### config.mk
export PLATFORM = sky130hd
export DESIGN_NAME = mandelbrot_escape_colour_top
export DESIGN_NICKNAME = d
export VERILOG_FILES = /design/src/mec_pkg.sv /design/src/mec_div.sv /design/src/mec_mulq.sv /design/src/mandelbrot_escape_colour_top.sv
export SDC_FILE = /design/constraint.sdc
export NUM_CORES = 2
export LEC_CHECK = 0
export BUFFER_PORTS_ARGS = -buffer_cell sky130_fd_sc_hd__clkbuf_2
export CAP_MARGIN = 30
export CORE_AREA = 2 2 391 296
export CTS_CLUSTER_SIZE = 20
export DETAILED_ROUTE_END_ITERATION = 10
export DIE_AREA = 0 0 393 298
export PLACE_DENSITY = 0.89
export SLEW_MARGIN = 20
export SYNTH_ARGS = -nofsm -noshare
export SYNTH_HDL_FRONTEND = slang
export SYNTH_SLANG_ARGS = --single-unit
export TNS_END_PERCENT = 100
### constraint.sdc
create_clock -name clk -period 15.5 [get_ports clk]
set_clock_uncertainty 0.05 [all_clocks]
set_input_delay 0 -clock clk [delete_from_list [all_inputs] [get_ports clk]]
set_output_delay 0 -clock clk [all_outputs]
set_load 0.01 [all_outputs]
### src/mec_pkg.sv
// Shared types, constants and saturation helper for the escape-time colouring block.
package mec_pkg;

  // Pixel coordinates and the width register.
  localparam int PIXEL_BITS   = 12;
  localparam int COORD_BITS   = 12;
  localparam int WIDTH_BITS   = 13;
  localparam logic [WIDTH_BITS-1:0] WIDTH_RESET = WIDTH_BITS'(512);
  localparam int COORD_SCALE  = 20;

  // Signed Q17.30 datapath.
  localparam int FRAC_BITS    = 30;
  localparam int Q_BITS       = 48;
  localparam int MAG_BITS     = Q_BITS - 1;
  localparam int SUM_BITS     = Q_BITS + 2;
  localparam int ESC_BITS     = Q_BITS + 1;
  localparam logic signed [Q_BITS-1:0] QMAX =
    Q_BITS'((64'd1 << MAG_BITS) - 64'd1);
  localparam logic signed [Q_BITS-1:0] HALF_Q30 = Q_BITS'(64'd1 << (FRAC_BITS - 1));
  localparam logic signed [Q_BITS-1:0] OFFSET_Y = Q_BITS'(64'd622770258);
  localparam logic [ESC_BITS-1:0] ESCAPE_LIMIT = ESC_BITS'(64'd1 << 46);

  // Multiplier split: magnitudes are cut into two halves.
  localparam int HALF_BITS    = 24;
  localparam int HI_BITS      = MAG_BITS - HALF_BITS;
  localparam int PROD_BITS    = 2 * HALF_BITS;
  localparam int ACC_BITS     = 2 * MAG_BITS;
  localparam int MUL_STEP_BITS = 3;
  localparam logic [MUL_STEP_BITS-1:0] MUL_PARTS = MUL_STEP_BITS'(4);
  localparam logic [MUL_STEP_BITS-1:0] MUL_LAST  = MUL_STEP_BITS'(5);

  // Iterative divider.
  localparam int DIV_N_BITS   = COORD_BITS + FRAC_BITS;
  localparam int DIVISOR_BITS = WIDTH_BITS + 5;
  localparam int DIV_CNT_BITS = $clog2(DIV_N_BITS + 1);

  // Iteration count and palette.
  localparam int MAX_ITER     = 1000;
  localparam int COUNT_BITS   = 10;
  localparam int ITER_BITS    = ($clog2(MAX_ITER + 1) > COUNT_BITS) ?
                                $clog2(MAX_ITER + 1) : COUNT_BITS;
  localparam int GREEN_BITS   = 16;
  localparam int BLUE_BITS    = 15;
  localparam logic [BLUE_BITS-1:0] BLUE_Q16 = BLUE_BITS'(19661);
  localparam longint GREEN_SCALE = 7 * 131072;
  localparam longint GREEN_BIAS  = 10 * MAX_ITER;
  localparam longint GREEN_DIV   = 20 * MAX_ITER;

  // The division by GREEN_DIV is a multiply by its reciprocal rounded up, followed by
  // a shift; the shift is wide enough that the result is exact for every count below
  // MAX_ITER.
  localparam int     GREEN_SHIFT     = 45;
  localparam int     GREEN_PROD_BITS = 64;
  localparam longint GREEN_RECIP     = ((64'sd1 <<< GREEN_SHIFT) + GREEN_DIV - 1) / GREEN_DIV;
  localparam longint GREEN_MUL       = GREEN_SCALE * GREEN_RECIP;
  localparam longint GREEN_ADD       = GREEN_BIAS * GREEN_RECIP;

  typedef enum logic [3:0] {
    S_IDLE,
    S_DIVX,
    S_DIVY,
    S_CHECK,
    S_MUV,
    S_SQU_GO,
    S_SQU,
    S_SQV,
    S_DONE
  } state_t;

  // Symmetric saturation of a widened sum back to Q17.30.
  function automatic logic signed [Q_BITS-1:0] sat_q(input logic signed [SUM_BITS-1:0] s);
    logic signed [SUM_BITS-1:0] hi;
    logic signed [SUM_BITS-1:0] lo;
    hi = {{(SUM_BITS-Q_BITS){1'b0}}, QMAX};
    lo = -hi;
    if (s > hi) begin
      return QMAX;
    end else if (s < lo) begin
      return -QMAX;
    end
    return s[Q_BITS-1:0];
  endfunction

endpackage

### src/mec_div.sv
// Restoring divider that produces one quotient bit per cycle.
module mec_div import mec_pkg::*; (
  input  logic                    clk,
  input  logic                    rst_n,
  input  logic                    start,
  input  logic [DIV_N_BITS-1:0]   dividend,
  input  logic [DIVISOR_BITS-1:0] divisor,
  output logic                    done,
  output logic [DIV_N_BITS-1:0]   quotient
);

  logic [DIVISOR_BITS-1:0] rem_r;
  logic [DIVISOR_BITS-1:0] dvsr_r;
  logic [DIV_N_BITS-1:0]   quo_r;
  logic [DIV_CNT_BITS-1:0] cnt_r;
  logic                    done_r;

  logic [DIVISOR_BITS:0]   trial;
  logic [DIVISOR_BITS:0]   diff;
  logic                    fits;
  logic [DIVISOR_BITS-1:0] rem_step;

  always_comb begin
    trial    = {rem_r, quo_r[DIV_N_BITS-1]};
    diff     = trial - {1'b0, dvsr_r};
    fits     = trial >= {1'b0, dvsr_r};
    rem_step = fits ? diff[DIVISOR_BITS-1:0] : trial[DIVISOR_BITS-1:0];
  end

  always_ff @(posedge clk) begin
    if (!rst_n) begin
      cnt_r  <= '0;
      done_r <= 1'b0;
    end else begin
      done_r <= 1'b0;
      if (start) begin
        cnt_r <= DIV_CNT_BITS'(DIV_N_BITS);
      end else if (cnt_r != '0) begin
        cnt_r <= cnt_r - 1'b1;
        if (cnt_r == DIV_CNT_BITS'(1)) begin
          done_r <= 1'b1;
        end
      end
    end
  end

  always_ff @(posedge clk) begin
    if (start) begin
      rem_r  <= '0;
      quo_r  <= dividend;
      dvsr_r <= divisor;
    end else if (cnt_r != '0) begin
      rem_r <= rem_step;
      quo_r <= {quo_r[DIV_N_BITS-2:0], fits};
    end
  end

  assign done     = done_r;
  assign quotient = quo_r;

endmodule

### src/mec_mulq.sv
// Signed Q17.30 multiplier built from four half-width partial products on one multiplier.
module mec_mulq import mec_pkg::*; (
  input  logic                     clk,
  input  logic                     rst_n,
  input  logic                     start,
  input  logic signed [Q_BITS-1:0] op_a,
  input  logic signed [Q_BITS-1:0] op_b,
  output logic                     done,
  output logic signed [Q_BITS-1:0] product
);

  logic                     busy_r;
  logic                     done_r;
  logic [MUL_STEP_BITS-1:0] step_r;
  logic [MAG_BITS-1:0]      ma_r;
  logic [MAG_BITS-1:0]      mb_r;
  logic                     neg_r;
  logic [PROD_BITS-1:0]     prod_r;
  logic [1:0]               pos_r;
  logic [ACC_BITS-1:0]      acc_r;
  logic signed [Q_BITS-1:0] res_r;

  logic [Q_BITS-1:0]    abs_a;
  logic [Q_BITS-1:0]    abs_b;
  logic [HALF_BITS-1:0] part_a;
  logic [HALF_BITS-1:0] part_b;
  logic [ACC_BITS-1:0]  shifted;
  logic                 over;
  logic [MAG_BITS-1:0]  mag_res;

  always_comb begin
    abs_a  = op_a[Q_BITS-1] ? (~op_a + 1'b1) : op_a;
    abs_b  = op_b[Q_BITS-1] ? (~op_b + 1'b1) : op_b;
    part_a = step_r[1] ? HALF_BITS'(ma_r[MAG_BITS-1:HALF_BITS]) : ma_r[HALF_BITS-1:0];
    part_b = step_r[0] ? HALF_BITS'(mb_r[MAG_BITS-1:HALF_BITS]) : mb_r[HALF_BITS-1:0];
    unique case (pos_r)
      2'd0:    shifted = ACC_BITS'(prod_r);
      2'd1:    shifted = ACC_BITS'(prod_r) << HALF_BITS;
      2'd2:    shifted = ACC_BITS'(prod_r) << (2 * HALF_BITS);
      default: shifted = '0;
    endcase
    // The Q.30 result is the product shifted down; anything above it saturates.
    over    = |acc_r[ACC_BITS-1:FRAC_BITS+MAG_BITS];
    mag_res = over ? QMAX[MAG_BITS-1:0] : acc_r[FRAC_BITS+MAG_BITS-1:FRAC_BITS];
  end

  always_ff @(posedge clk) begin
    if (!rst_n) begin
      busy_r <= 1'b0;
      done_r <= 1'b0;
      step_r <= '0;
    end else begin
      done_r <= 1'b0;
      if (start) begin
        busy_r <= 1'b1;
        step_r <= '0;
      end else if (busy_r) begin
        if (step_r == MUL_LAST) begin
          busy_r <= 1'b0;
          done_r <= 1'b1;
        end else begin
          step_r <= step_r + 1'b1;
        end
      end
    end
  end

  always_ff @(posedge clk) begin
    if (start) begin
      ma_r  <= abs_a[MAG_BITS-1:0];
      mb_r  <= abs_b[MAG_BITS-1:0];
      neg_r <= op_a[Q_BITS-1] ^ op_b[Q_BITS-1];
      acc_r <= '0;
    end else if (busy_r) begin
      if (step_r < MUL_PARTS) begin
        prod_r <= part_a * part_b;
        pos_r  <= {step_r[1] & step_r[0], step_r[1] ^ step_r[0]};
      end
      if (step_r != '0 && step_r <= MUL_PARTS) begin
        acc_r <= acc_r + shifted;
      end
      if (step_r == MUL_LAST) begin
        res_r <= neg_r ? -$signed({1'b0, mag_res}) : $signed({1'b0, mag_res});
      end
    end
  end

  assign done    = done_r;
  assign product = res_r;

endmodule

### src/mandelbrot_escape_colour_top.sv
// Top level of the Mandelbrot escape-time colouring block: sequencer, state and ports.
//
// Each accepted request carries one pixel (pixel_x, pixel_y) and yields exactly one result
// request with the escape count, an in-set flag and the green and blue palette levels.
// The block works on one pixel at a time and holds in_ready low from acceptance until its
// result has been moved into the output register; the output register lets the next pixel
// be accepted while the previous result still waits for out_ready. Two shared units do the
// arithmetic: a restoring divider, used once for each coordinate, and one Q17.30 multiplier
// that forms each product from four 24x24 partial products on a single hardware multiplier.
// One iteration of z = z^2 + c takes three products. The green level comes from a constant
// reciprocal product in the cycle that ends the loop.
// The image_width register is written through the cfg port, which is always ready; write
// it only while no pixel is in flight. A width of zero behaves as a width of one.
module mandelbrot_escape_colour_top import mec_pkg::*; (
  input  logic                  clk,
  input  logic                  rst_n,
  input  logic                  cfg_valid,
  output logic                  cfg_ready,
  input  logic [WIDTH_BITS-1:0] cfg_image_width,
  input  logic                  in_valid,
  output logic                  in_ready,
  input  logic [PIXEL_BITS-1:0] in_pixel_x,
  input  logic [PIXEL_BITS-1:0] in_pixel_y,
  output logic                  out_valid,
  input  logic                  out_ready,
  output logic [COUNT_BITS-1:0] out_iteration_count,
  output logic                  out_in_set,
  output logic [GREEN_BITS-1:0] out_green_level,
  output logic [BLUE_BITS-1:0]  out_blue_level
);

  state_t state_r, state_nxt;

  logic [WIDTH_BITS-1:0]    image_width_r;
  logic [COORD_BITS-1:0]    py_r, py_nxt;
  logic signed [Q_BITS-1:0] xn_r, xn_nxt;
  logic signed [Q_BITS-1:0] yn_r, yn_nxt;
  logic signed [Q_BITS-1:0] u_r, u_nxt;
  logic signed [Q_BITS-1:0] v_r, v_nxt;
  logic signed [Q_BITS-1:0] u2_r, u2_nxt;
  logic signed [Q_BITS-1:0] v2_r, v2_nxt;
  logic [ITER_BITS-1:0]     k_r, k_nxt;
  logic [GREEN_BITS-1:0]    green_r, green_nxt;

  logic                  out_valid_r;
  logic [COUNT_BITS-1:0] out_count_r;
  logic                  out_in_set_r;
  logic [GREEN_BITS-1:0] out_green_r;
  logic [BLUE_BITS-1:0]  out_blue_r;
  logic                  out_load;

  // Shared unit hookup.
  logic                     div_start;
  logic [DIV_N_BITS-1:0]    div_dividend;
  logic [DIVISOR_BITS-1:0]  div_divisor;
  logic                     div_done;
  logic [DIV_N_BITS-1:0]    div_q;
  logic                     mul_start;
  logic signed [Q_BITS-1:0] mul_a;
  logic signed [Q_BITS-1:0] mul_b;
  logic                     mul_done;
  logic signed [Q_BITS-1:0] mul_p;

  logic [WIDTH_BITS-1:0]      width_eff;
  logic [DIVISOR_BITS-1:0]    coord_div;
  logic [GREEN_PROD_BITS-1:0] green_prod;
  logic [ESC_BITS-1:0]        mag_sum;
  logic                       escape_ok;
  logic                       below_max;
  logic signed [SUM_BITS-1:0] v_sum;
  logic signed [SUM_BITS-1:0] u_sum;

  mec_div u_div (
    .clk      (clk),
    .rst_n    (rst_n),
    .start    (div_start),
    .dividend (div_dividend),
    .divisor  (div_divisor),
    .done     (div_done),
    .quotient (div_q)
  );

  mec_mulq u_mulq (
    .clk     (clk),
    .rst_n   (rst_n),
    .start   (mul_start),
    .op_a    (mul_a),
    .op_b    (mul_b),
    .done    (mul_done),
    .product (mul_p)
  );

  // Datapath terms that do not depend on the state.
  always_comb begin
    width_eff = (image_width_r == '0) ? WIDTH_BITS'(1) : image_width_r;
    coord_div = DIVISOR_BITS'(width_eff) * DIVISOR_BITS'(COORD_SCALE);
    // Green level: (count * 7 * 2^17 + rounding bias) / (20 * MAX_ITER), with the
    // division done as a reciprocal product; the quotient sits above GREEN_SHIFT.
    green_prod = GREEN_PROD_BITS'(k_r) * GREEN_PROD_BITS'(GREEN_MUL)
                 + GREEN_PROD_BITS'(GREEN_ADD);
    mag_sum   = {1'b0, u2_r} + {1'b0, v2_r};
    escape_ok = mag_sum < ESCAPE_LIMIT;
    below_max = k_r < ITER_BITS'(MAX_ITER);
    // v' = 2*u*v + yn and u' = u^2 - v^2 + xn, both widened before saturation.
    v_sum = {mul_p[Q_BITS-1], mul_p, 1'b0} + {{2{yn_r[Q_BITS-1]}}, yn_r};
    u_sum = {{2{u2_r[Q_BITS-1]}}, u2_r} - {{2{v2_r[Q_BITS-1]}}, v2_r}
            + {{2{xn_r[Q_BITS-1]}}, xn_r};
  end

  // Sequencer: next state, shared unit requests and register updates.
  always_comb begin
    state_nxt    = state_r;
    py_nxt       = py_r;
    xn_nxt       = xn_r;
    yn_nxt       = yn_r;
    u_nxt        = u_r;
    v_nxt        = v_r;
    u2_nxt       = u2_r;
    v2_nxt       = v2_r;
    k_nxt        = k_r;
    green_nxt    = green_r;
    div_start    = 1'b0;
    div_dividend = DIV_N_BITS'(in_pixel_x[COORD_BITS-1:0]) << FRAC_BITS;
    div_divisor  = coord_div;
    mul_start    = 1'b0;
    mul_a        = u_r;
    mul_b        = v_r;
    out_load     = 1'b0;
    unique case (state_r)
      S_IDLE: begin
        if (in_valid) begin
          div_start = 1'b1;
          py_nxt    = in_pixel_y[COORD_BITS-1:0];
          u_nxt     = '0;
          v_nxt     = '0;
          u2_nxt    = '0;
          v2_nxt    = '0;
          k_nxt     = ITER_BITS'(1);
          state_nxt = S_DIVX;
        end
      end
      S_DIVX: begin
        div_dividend = DIV_N_BITS'(py_r) << FRAC_BITS;
        if (div_done) begin
          xn_nxt    = Q_BITS'(div_q) - HALF_Q30;
          div_start = 1'b1;
          state_nxt = S_DIVY;
        end
      end
      S_DIVY: begin
        if (div_done) begin
          yn_nxt    = Q_BITS'(div_q) + OFFSET_Y;
          state_nxt = S_CHECK;
        end
      end
      S_CHECK: begin
        priority if (below_max && escape_ok) begin
          mul_start = 1'b1;
          state_nxt = S_MUV;
        end else if (!below_max) begin
          state_nxt = S_DONE;
        end else begin
          green_nxt = GREEN_BITS'(green_prod >> GREEN_SHIFT);
          state_nxt = S_DONE;
        end
      end
      S_MUV: begin
        if (mul_done) begin
          v_nxt     = sat_q(v_sum);
          u_nxt     = sat_q(u_sum);
          state_nxt = S_SQU_GO;
        end
      end
      S_SQU_GO: begin
        mul_start = 1'b1;
        mul_a     = u_r;
        mul_b     = u_r;
        state_nxt = S_SQU;
      end
      S_SQU: begin
        mul_a = v_r;
        mul_b = v_r;
        if (mul_done) begin
          u2_nxt    = mul_p;
          mul_start = 1'b1;
          state_nxt = S_SQV;
        end
      end
      S_SQV: begin
        if (mul_done) begin
          v2_nxt    = mul_p;
          k_nxt     = k_r + 1'b1;
          state_nxt = S_CHECK;
        end
      end
      S_DONE: begin
        if (!out_valid_r || out_ready) begin
          out_load  = 1'b1;
          state_nxt = S_IDLE;
        end
      end
    endcase
  end

  always_ff @(posedge clk) begin
    if (!rst_n) begin
      state_r       <= S_IDLE;
      image_width_r <= WIDTH_RESET;
      out_valid_r   <= 1'b0;
    end else begin
      state_r <= state_nxt;
      if (cfg_valid) begin
        image_width_r <= cfg_image_width;
      end
      if (out_load) begin
        out_valid_r <= 1'b1;
      end else if (out_ready) begin
        out_valid_r <= 1'b0;
      end
    end
  end

  always_ff @(posedge clk) begin
    py_r    <= py_nxt;
    xn_r    <= xn_nxt;
    yn_r    <= yn_nxt;
    u_r     <= u_nxt;
    v_r     <= v_nxt;
    u2_r    <= u2_nxt;
    v2_r    <= v2_nxt;
    k_r     <= k_nxt;
    green_r <= green_nxt;
    if (out_load) begin
      out_count_r  <= k_r[COUNT_BITS-1:0];
      out_in_set_r <= !below_max;
      out_green_r  <= below_max ? green_r : '0;
      out_blue_r   <= below_max ? BLUE_Q16 : '0;
    end
  end

  assign cfg_ready           = 1'b1;
  assign in_ready            = (state_r == S_IDLE);
  assign out_valid           = out_valid_r;
  assign out_iteration_count = out_count_r;
  assign out_in_set          = out_in_set_r;
  assign out_green_level     = out_green_r;
  assign out_blue_level      = out_blue_r;

endmodule

==> impl_metrics.json <==
{
  "synth.largest_area_cell": "edfxtp_1",
  "reg2reg_setup_slack_ns": 6.30,
  "cts_tree": "yes",
  "die_x_um": 393,
  "grt_pass1_wl_mm": 353.8,
  "grtUsageTotal_pct": 39.66,
  "die_h_um": 298,
  "start_util_pct": 63.70,
  "drive_gt1_share_pct": 5.402,
  "grt_max_degree": 131,
  "synth_warnings": 0,
  "finalPower_mw": 18.50,
  "ir_worst_vdd_mv": 0.4719,
  "core_area_sq_um": 113100,
  "timing.rr.start": "u_mulq.step_r[0]",
  "ys_seq_area_share_pct": 28.74,
  "routedWlPerCell_um": 24.64,
  "start_kind": "register",
  "p_seq_share_pct": 18.1,
  "gp_congestion": 1.045,
  "root_buffer": "clkbuf_16",
  "cts.reportedPaths.clkPinSlew_ns": 0.07,
  "leakage_nw": 34.53,
  "drc": 0,
  "htreeDepth": 3,
  "drv_cap": 0,
  "antenna_found_initial": 15,
  "cp.arrival_ns": 9.58,
  "period_minus_slack_ns": 9.197,
  "post-dp-hpwl_mm": 176.8,
  "status": "completed",
  "clockBufferDepth": 3,
  "grt-ovfl-total": 0,
  "gr-usage-met1_pct": 53.99,
  "hold_end": "k_r[1]",
  "grt_pass1_vias": 59690,
  "finalMaxSlewViolations": 0,
  "setup_violations": 0,
  "p_int_mw": 9.098,
  "fin_nets": 9060,
  "synth.avg_cell_area_sq_um": 9.167,
  "syn2layout_area_growth_pct": 7.235,
  "viasPerCell": 6.441,
  "synth_most_common_cell": "inv_1",
  "dieArea_sq_um": 117100,
  "cts.repair.resized": 0,
  "synth_common_cells": "inv_1, nand2_1, nor2_1",
  "worstMarginPinSlew_ns": 1.042,
  "num_vias": 60650,
  "p_comb_share_pct": 71.0,
  "switching_share_pct": 50.83,
  "slew_headroom_pct": 29.18,
  "grt_busiest_layer": "met2",
  "drt_iter0_markers": 8670,
  "io_buffers": 78,
  "cts.sinks": 737,
  "rows": 107,
  "clockPowerShare_pct": 10.9,
  "numCtsBuffers": 76,
  "p_per_area_nw_per_um2": 239.5,
  "tns_ns": 0,
  "synth_ff_type": "edfxtp_1",
  "cp_max_fo": 30,
  "synth_top_area_share_pct": 24.80,
  "r2r_cells": 26,
  "period_share_pct": 59.33,
  "ys_seq_elements": 737,
  "rsz0062_at_grt": "no",
  "path_class": "register to register",
  "max_freq_mhz": 108.7,
  "endpoint_kind": "register",
  "postSynthCellCount": 7861,
  "num_io_pins": 87,
  "drt-total-wl_mm": 232.0,
  "firstDrtPassIters": 9,
  "power.switching_mw": 9.406,
  "hold_start": "in_valid",
  "synth.area.top_cells": "edfxtp_1, fa_1, ha_1",
  "yosysUniqueCellTypes": 88,
  "synth_edf_count": 595,
  "clk_latency_ns": 0.71,
  "grtUsageMet3_pct": 16.56,
  "route.antenna.remaining_nets": 0,
  "synth_area_sq_um": 72060,
  "hold_class": "primary input to register",
  "async_flop_share_pct": 0,
  "r2r-end": "u_mulq.prod_r[47]",
  "hold_viol": 0,
  "required_ns": 15.89,
  "grt_util_met2_pct": 56.50,
  "hold_path_depth": 3
}
[layout by cell type, fill, tap and decap left out, types with 28 or more instances in the layout]
cell type,synthesis,routed
or3_1,38,38
nand3_1,94,94
buf_4,16,71
o31ai_1,38,38
nand2_1,788,786
ha_1,584,584
clkbuf_2,0,78
mux2_2,48,48
nor2b_1,68,63
and2_1,228,226
nor2_1,732,728
nand2b_1,40,40
xnor2_1,225,225
edfxtp_1,595,595
a22o_1,28,28
nand4_1,87,87
mux2i_1,183,166
o22ai_1,38,38
nor4_1,50,50
o21a_1,46,46
a31oi_1,37,37
a21o_1,133,133
fa_1,611,611
o21bai_1,48,48
o21ai_0,319,316
and3_1,39,39
clkbuf_16,0,76
nor3_1,165,163
inv_1,1013,1013
a21oi_1,508,507
xor2_1,187,187
dlygate4sd3_1,0,68
dfxtp_1,142,140
a211oi_1,35,35
[repair_timing]
action	in CTS	in global routing
hold buffers	68	0
endpoints found under the hold margin	48	0
setup buffers	0	0
setup endpoints to repair	0	0
[metal layers]
metal | vias to the layer above | wire length, um | part of all wire [%]
met5 | - | 102 | 0.044
met4 | 14 | 10600 | 4.6
met3 | 785 | 36170 | 16
met2 | 4172 | 95770 | 41
met1 | 29090 | 89390 | 39
li1 | 26590 | - | -
[state kept, by name (all words and copies together), names as in the netlist, 12 cells and up]
| name | count |
|---|---|
| u_div.dvsr_r | 16 |
| u_mulq.mb_r | 47 |
| xn_r | 43 |
| yn_r | 43 |
| u_r | 48 |
| u_mulq.ma_r | 47 |
| u_div.rem_r | 18 |
| py_r | 12 |
| v_r | 48 |
| u_mulq.acc_r | 94 |
| u_mulq.product | 48 |
| green_r | 16 |
| u2_r | 48 |
| v2_r | 48 |
| image_width_r | 13 |
| u_div.quotient | 42 |
| u_mulq.prod_r | 48 |
| out_green_level | 16 |
[worst max-delay path by stage]
| stage | slack, ns | startpoint | depth (start not counted) | endpoint |
|---|---|---|---|---|
| after detailed placement | 6.49 | u_mulq.step_r[0] | 26 | u_mulq.prod_r[47] |
| after global placement | 6.37 | u_mulq.step_r[0] | 26 | u_mulq.prod_r[47] |
| after floorplan | 6.75 | v2_r[1] | 13 | u_mulq.product[0] |
| after global routing | 5.83 | u_mulq.step_r[0] | 26 | u_mulq.prod_r[47] |
| after CTS | 6.48 | u_mulq.step_r[0] | 26 | u_mulq.prod_r[47] |
| final | 6.30 | u_mulq.step_r[0] | 26 | u_mulq.prod_r[47] |
[power groups by stage]
| stage | logic [mW] | registers [mW] | clock network [mW] |
|---|---|---|---|
| 6_report | 13.1 | 3.35 | 2.02 |
| 5_1_grt | 14.3 | 3.37 | 2.09 |
| 4_1_cts | 12.6 | 3.32 | 2.01 |
| 3_5_place_dp | 12.4 | 3.36 | 0 |
| 3_3_place_gp | 11.9 | 3.33 | 0 |
| 2_1_floorplan | 8.89 | 3.24 | 0 |
[area by class of cell]
class / instances / area [sq um]
antenna: 4 / 10.01
clock buffer: 90 / 2004
clock inverter: 51 / 666.9
fill: 8395 / 35860
inverter: 1015 / 3810
multi-input combinational: 5764 / 46360
sequential: 737 / 20710
tap: 1526 / 1909
timing repair buffer: 229 / 1799
[cell families after synthesis]
group,synth area share (%)
and+or+nand+nor,15.69
AOI/OAI and AO/OA,12.87
buffers and inverters,7.236
adders and majority gates,27.12
DFF,28.74
xor gates and xnor gates,5.008
muxes,3.330
other,0.01042
[through the flow]
step	utilization, %	hold WS [ns]	worst slack (ns)	cell area [sq um]	cells
CTS	68.18	0.04381	6.476	77130	9404
detailed placement	65.22	0.1286	6.485	73780	9195
global route	68.30	0.1234	5.832	77260	9412
finish	68.31	0.1527	6.303	77270	9416
floorplan	-	0.01194	6.753	72080	7867
global placement	65.15	0.1263	6.369	73700	9189
[critical path, stage by stage (launching register included)]
cell       delay (ns)
dfxtp_2          0.54
buf_4            0.50
mux2i_2          0.83
nor2_1           0.16
fa_1             0.57
inv_1            0.06
fa_1             0.53
inv_1            0.06
fa_1             0.52
fa_1             0.44
fa_1             0.53
fa_1             0.70
inv_1            0.11
fa_1             0.68
inv_1            0.07
ha_1             0.37
a21o_1           0.18
a21oi_1          0.21
nor2_1           0.06
a2111oi_0        0.35
o21a_1           0.20
o21ai_0          0.14
a21boi_0         0.42
a21oi_1          0.13
a211o_1          0.28
a21oi_1          0.17
xnor2_1          0.08
Note: power is estimated with default switching activity, not from simulation.
